===== src/hw/rtl/frsl_pkg.sv =====
// Package for the flash record slot log.
// Holds function and status codes, the controller state type and the command struct.
// No dependencies.
`default_nettype none
package frsl_pkg;

   localparam logic [1:0] FUNC_WRITE       = 2'd0;
   localparam logic [1:0] FUNC_READ_NEWEST = 2'd1;
   localparam logic [1:0] FUNC_READ_INDEX  = 2'd2;

   localparam logic [1:0] STATUS_OK     = 2'd0;
   localparam logic [1:0] STATUS_INVAL  = 2'd1;
   localparam logic [1:0] STATUS_NODATA = 2'd2;

   localparam logic [31:0] EMPTY_STAMP = 32'hFFFF_FFFF;

   typedef enum logic [1:0] {
      ST_IDLE,
      ST_EXEC,
      ST_LOAD,
      ST_HOLD
   } state_type;

   typedef struct packed {
      logic capture;
      logic exec;
      logic load;
   } cmd_type;

endpackage
`default_nettype wire


===== src/hw/rtl/frsl_ctrl.sv =====
// Controller for the flash record slot log.
// Sequences capture, execute, memory load and response hold; uses frsl_pkg.
`default_nettype none
module frsl_ctrl (
   input  wire logic            clock,
   input  wire logic            reset,
   input  wire logic            req_valid,
   output      logic            req_stall,
   output      logic            rsp_valid,
   input  wire logic            rsp_stall,
   output      frsl_pkg::cmd_type cmd
);
   import frsl_pkg::*;

   state_type state_ff;
   state_type state_in;

   always_ff @(posedge clock) begin
      if (reset) begin
         state_ff <= ST_IDLE;
      end else begin
         state_ff <= state_in;
      end
   end

   always_comb begin
      state_in = state_ff;
      case (state_ff)
         ST_IDLE: begin
            if (req_valid) begin
               state_in = ST_EXEC;
            end
         end
         ST_EXEC: begin
            state_in = ST_LOAD;
         end
         ST_LOAD: begin
            state_in = ST_HOLD;
         end
         ST_HOLD: begin
            if (!rsp_stall) begin
               state_in = ST_IDLE;
            end
         end
         default: begin
            state_in = ST_IDLE;
         end
      endcase
   end

   always_comb begin
      req_stall   = 1'b1;
      rsp_valid   = 1'b0;
      cmd.capture = 1'b0;
      cmd.exec    = 1'b0;
      cmd.load    = 1'b0;
      case (state_ff)
         ST_IDLE: begin
            req_stall   = 1'b0;
            cmd.capture = req_valid;
         end
         ST_EXEC: begin
            cmd.exec = 1'b1;
         end
         ST_LOAD: begin
            cmd.load = 1'b1;
         end
         ST_HOLD: begin
            rsp_valid = 1'b1;
         end
         default: begin
            req_stall = 1'b1;
         end
      endcase
   end

endmodule
`default_nettype wire


===== config.mk =====
export PLATFORM = sky130hd
export DESIGN_NAME = frsl_ctrl
export DESIGN_NICKNAME = d
export VERILOG_FILES = /design/src/hw/rtl/frsl_pkg.sv /design/src/hw/rtl/frsl_ctrl.sv
export SDC_FILE = /design/constraint.sdc
export NUM_CORES = 1
export LEC_CHECK = 0
export BUFFER_PORTS_ARGS = -buffer_cell sky130_fd_sc_hd__buf_2
export CAP_MARGIN = 20
export CORE_AREA = 2 2 39 41
export DETAILED_ROUTE_END_ITERATION = 10
export DIE_AREA = 0 0 41 43
export SLEW_MARGIN = 40
export SYNTH_ARGS = -nofsm -noshare
export SYNTH_HDL_FRONTEND = slang
export SYNTH_SLANG_ARGS = --single-unit

===== constraint.sdc =====
create_clock -name clock -period 1.24 [get_ports clock]
set_input_delay 0.124 -clock clock [delete_from_list [all_inputs] [get_ports clock]]
set_output_delay 0.124 -clock clock [all_outputs]
set_load 0.03 [all_outputs]

---- Word-level counts from Yosys, hierarchy flattened ----
Cells that the tools add are included.
cells by class
  muxes and demuxes ....................... 8
  reductions and logical operators ........ 2
  equal/unequal tests ..................... 5
operators with widths
  kind                                                 count
  one-hot mux 2 bit (4 select lines)                   1
  two-way mux 1 bit                                    5
  equality test 2 bit, second input constant           2
  two-way mux 2 bit                                    2
  inequality test 2 bit, second input constant         2
  equality test 2 x 1 -> 1 bit, second input constant  1
  zero test 2 bit                                      1
  AND reduction 2 bit                                  1
storage, ports and cells
  bits in registers ....................... 2
  bits of input ports ..................... 4
  output and inout bits ................... 5

---- Longest topological paths before layout ----
  word-level depth ........................ 3
  gate-level depth with buffers ........... 5
  mapped depth without buffers ............ 5

---- Least setup slack after synthesis ----
No wires, ideal clock.
  path type ............................... reg2reg
  start point ............................. reg state_ff[0]
  end point ............................... reg state_ff[0]
  stages on the path, launching flop included .. 6
  path slack .............................. 0.000 ns
  arrival ................................. 1.153 ns
  period minus slack after synthesis ...... 1.240 ns
  cell sequence ........................... dfxtp_1 inv_1 ha_1 nor2_1 a2111o_1 o31ai_1
between the ends
  longest elaborated chain between the ends .. 3
  elaborated cells between the ends (all ways) .. 8
  those cells by class .................... 5 x eq/ne; 1 x mux; 2 x reduce/logical
ends and longest elaborated chain
  item                                                           line             source
  from (decl)                                                    frsl_ctrl.sv:15  state_type state_ff;
  from (signal assigned)                                         frsl_ctrl.sv:22  state_ff <= state_in;
  equality test 2 bit / zero test 2 bit (equally long branches)  frsl_ctrl.sv:28  case (state_ff)
  inequality test 2 bit (no source line)                         --
  AND reduction 2 bit (no source line)                           --
Parallel ways exist; a longest one is shown, timed or not.
A chain may end at the register's enable or synchronous reset.

---- Worst setup path in the final report ----
  start point ............................. reg state_ff[1]
  end point ............................... out rsp_valid
between the ends
  longest elaborated chain between the ends .. 2
ends and longest elaborated chain
  item                 line             source
  equality test 2 bit  frsl_ctrl.sv:57  case (state_ff)
  two-way mux 1 bit    frsl_ctrl.sv:57
  to (decl)            frsl_ctrl.sv:9   output logic rsp_valid,
No other way between the ends.

==> impl_metrics.py <==
metrics = {
    "outcome": {
        "outcome": "finished clean",
    },
    "synthesis": {
        "synth.distinct_cells": 11,
        "async_reset_ff_share_pct": 0,
        "synth.area.top_cells": "ha_1, dfxtp_1, nor2b_4",
        "synth_flop_cell": "dfxtp_1",
        "synth_seq_area_share_pct": 21.6,
        "synth_top_area_share_pct": 33.8,
        "synth.top_cells.by_count": "ha_1, inv_1, dfxtp_1, nand2b_1",
        "synth_edf_count": 0,
        "yosysTopAreaCell": "ha_1",
        "netlist_instances": 19,
        "syn_avg_cell_area_um2": 9.75,
        "synth.most_common_cell": "ha_1",
        "syn_area_um2": 185,
        "synth_seq_cells": 2,
        "syn_nets": 28,
        "yosysWarnings": 0,
    },
    "pwr": {
        "total_power_w": 0.000936,
        "leakagePower_nw": 0.170,
        "max-vdd-ir-drop_mv": 0.514,
        "p_int_w": 0.000526,
        "p_sw_share_pct": 43.8,
        "power_frac_seq_pct": 12.7,
        "comb_power_share_pct": 71.9,
        "p_clk_share_pct": 15.3,
        "p_switching_w": 0.000410,
        "powerDensity_nw_per_um2": 2710,
    },
    "global_route": {
        "grt_use_met3_pct": 3.14,
        "grt.met1_usage_pct": 5.11,
        "busiest_layer": "met2",
        "grt_max_degree": 5,
        "grt_use_met2_pct": 8.44,
        "overflow": 0,
        "grt_pass1_wl_um": 648,
        "antenna_found_initial": 0,
        "grt_pass1_vias": 190,
        "grtUsageTotal_pct": 6.11,
    },
    "die": {
        "initial_utilization_pct": 13.4,
        "die_area_um2": 1760,
        "die_h_um": 43,
        "fp.dieW_um": 41,
        "io_pins": 9,
        "rows": 14,
        "core_um2": 1380,
    },
    "cts": {
        "clock_latency_ns": 0.22,
        "tritoncts": "yes",
        "ctsRootBufferMaster": "clkbuf_4",
        "cts_buffer_depth": 2,
        "clkTransAtPathRegs_ns": 0.03,
        "clock_sinks": 2,
        "cts_setup_buffers": 0,
        "htreeDepth": 1,
        "cts-hold-fix-buffers": 0,
        "cts_made_buffers": 3,
    },
    "sta": {
        "fin_crit_ns": 1.18,
        "hold_violations": 0,
        "tightest_slew_ns": 0.212,
        "fmax_mhz": 846,
        "rsz0062_at_grt": "true",
        "setup_viol": 0,
        "slew_headroom_pct": 85.7,
        "slew_viol_final": 0,
        "setup_slack_ns": 0.0585,
        "fin_skew_ns": 0.00486,
        "worst_hold_slack_ns": 0.136,
        "finalCritPeriodShare_pct": 95.3,
    },
    "critical_path": {
        "r2r_slack_ns": 0.06,
        "worstPathMaxFanout": 3,
        "arrival_ns": 1.06,
        "worstSetupStartpointType": "flip-flop",
        "worstPathRequired_ns": 1.12,
        "r2r_cells": 4,
        "crit_type": "flip-flop to output pin",
        "end_kind": "output pin",
    },
    "layout": {
        "antenna_cells": 0,
        "drive_above_1_share_pct": 70.6,
        "fill_cells": 155,
        "top_register": "state_ff",
        "top_regs": "state_ff: 2 flops",
        "layout.nets": 45,
        "largest_reg_flops": 2,
        "syn2layout_area_growth_pct": 86.5,
        "finalNonFillerCells": 50,
    },
    "detailed_routing": {
        "drc": 0,
        "drtAntennaViolNets": 0,
        "dr.pass1.iters": 1,
        "dr.first_iter.drc_count": 0,
        "avgRoutedWirePerCell_um": 8.28,
        "routed_wl_um": 414,
        "num_vias": 175,
        "viasPerCell": 3.50,
    },
    "placement": {
        "io_buffer_count": 8,
        "post-place-ws_ns": 0.0135,
        "hpwl_um": 314,
        "dpl.cell_count": 47,
        "place_congestion": 0.631,
    },
    "min_path": {
        "hp-class": "input pin to flip-flop",
        "holdPathStages": 2,
    },
    "run": {
        "drv_cap": 0,
    },
}
-- final cells by class --
cell class	instances	area [um2]	share of cell area [%]
inverters	3	11.3	3.26
repair buffers	12	86.3	25.0
clock buffers	3	22.5	6.52
multi-input cells	14	163	47.1
well taps	16	20.0	5.80
flip-flops and latches	2	42.5	12.3
-- worst max-delay path: stages (launching register included) --
cell,delay [ns]
dfxtp_2,0.32
buf_4,0.13
ha_2,0.19
buf_2,0.20
-- metrics by stage --
step | TNS, ns | instance area [um2] | util [%]
after floorplan | 0 | 185 | -
after global placement | 0 | 275 | 19.9
after detailed placement | 0 | 275 | 19.9
after CTS | 0 | 314 | 22.7
after global routing | -0.00511 | 345 | 25.0
final | 0 | 345 | 25.0
-- cell families after synthesis --
group	Yosys count	synth area share [%]
buf+inv	3	6.08
simple gates	5	20.3
compound gates	3	12.8
flops	2	21.6
fa+ha+maj	5	33.8
mux	1	5.41
-- timing repair --
action / CTS / global route
setup endpoints to repair: 2 / 5
pin swaps: 1 / 0
resized for setup: 7 / 8
-- power groups by stage --
stage          Sequential (W)  Combinational [W]  Clock, W
2_1_floorplan        0.000118           0.000369         0
4_1_cts              0.000114           0.000609  0.000155
3_5_place_dp         0.000109           0.000563         0
5_1_grt              0.000126           0.000751  0.000162
3_3_place_gp         0.000109           0.000555         0
6_report             0.000119           0.000673  0.000144
-- per-layer routing --
| metal | vias up | part of all wire (%) |
|---|---|---|
| met4 | 0 | 0 |
| met2 | 6 | 58 |
| li1 | 92 | - |
| met5 | - | 0 |
| met1 | 77 | 34 |
| met3 | 0 | 7.7 |
-- worst paths after layout --
path                                     to         from
worst max-delay path              rsp_valid  state_ff[1]
worst min-delay path            state_ff[0]        reset
worst max register to register  state_ff[0]  state_ff[1]
worst min register to register  state_ff[0]  state_ff[0]
-- layout by cell type (no fill, tap or decap) --
cell / n
buf_2: 6
clkbuf_4: 3
buf_6: 3
buf_4: 3
inv_2: 2
nand2b_1: 2
ha_4: 2
ha_1: 2
dfxtp_2: 2
inv_1: 1
and2_4: 1
nor2b_4: 1
a21oi_1: 1
mux2i_1: 1
nor2_1: 1
a2111o_1: 1
o31ai_1: 1
ha_2: 1
No activity file was read; power rests on OpenSTA's default activity.
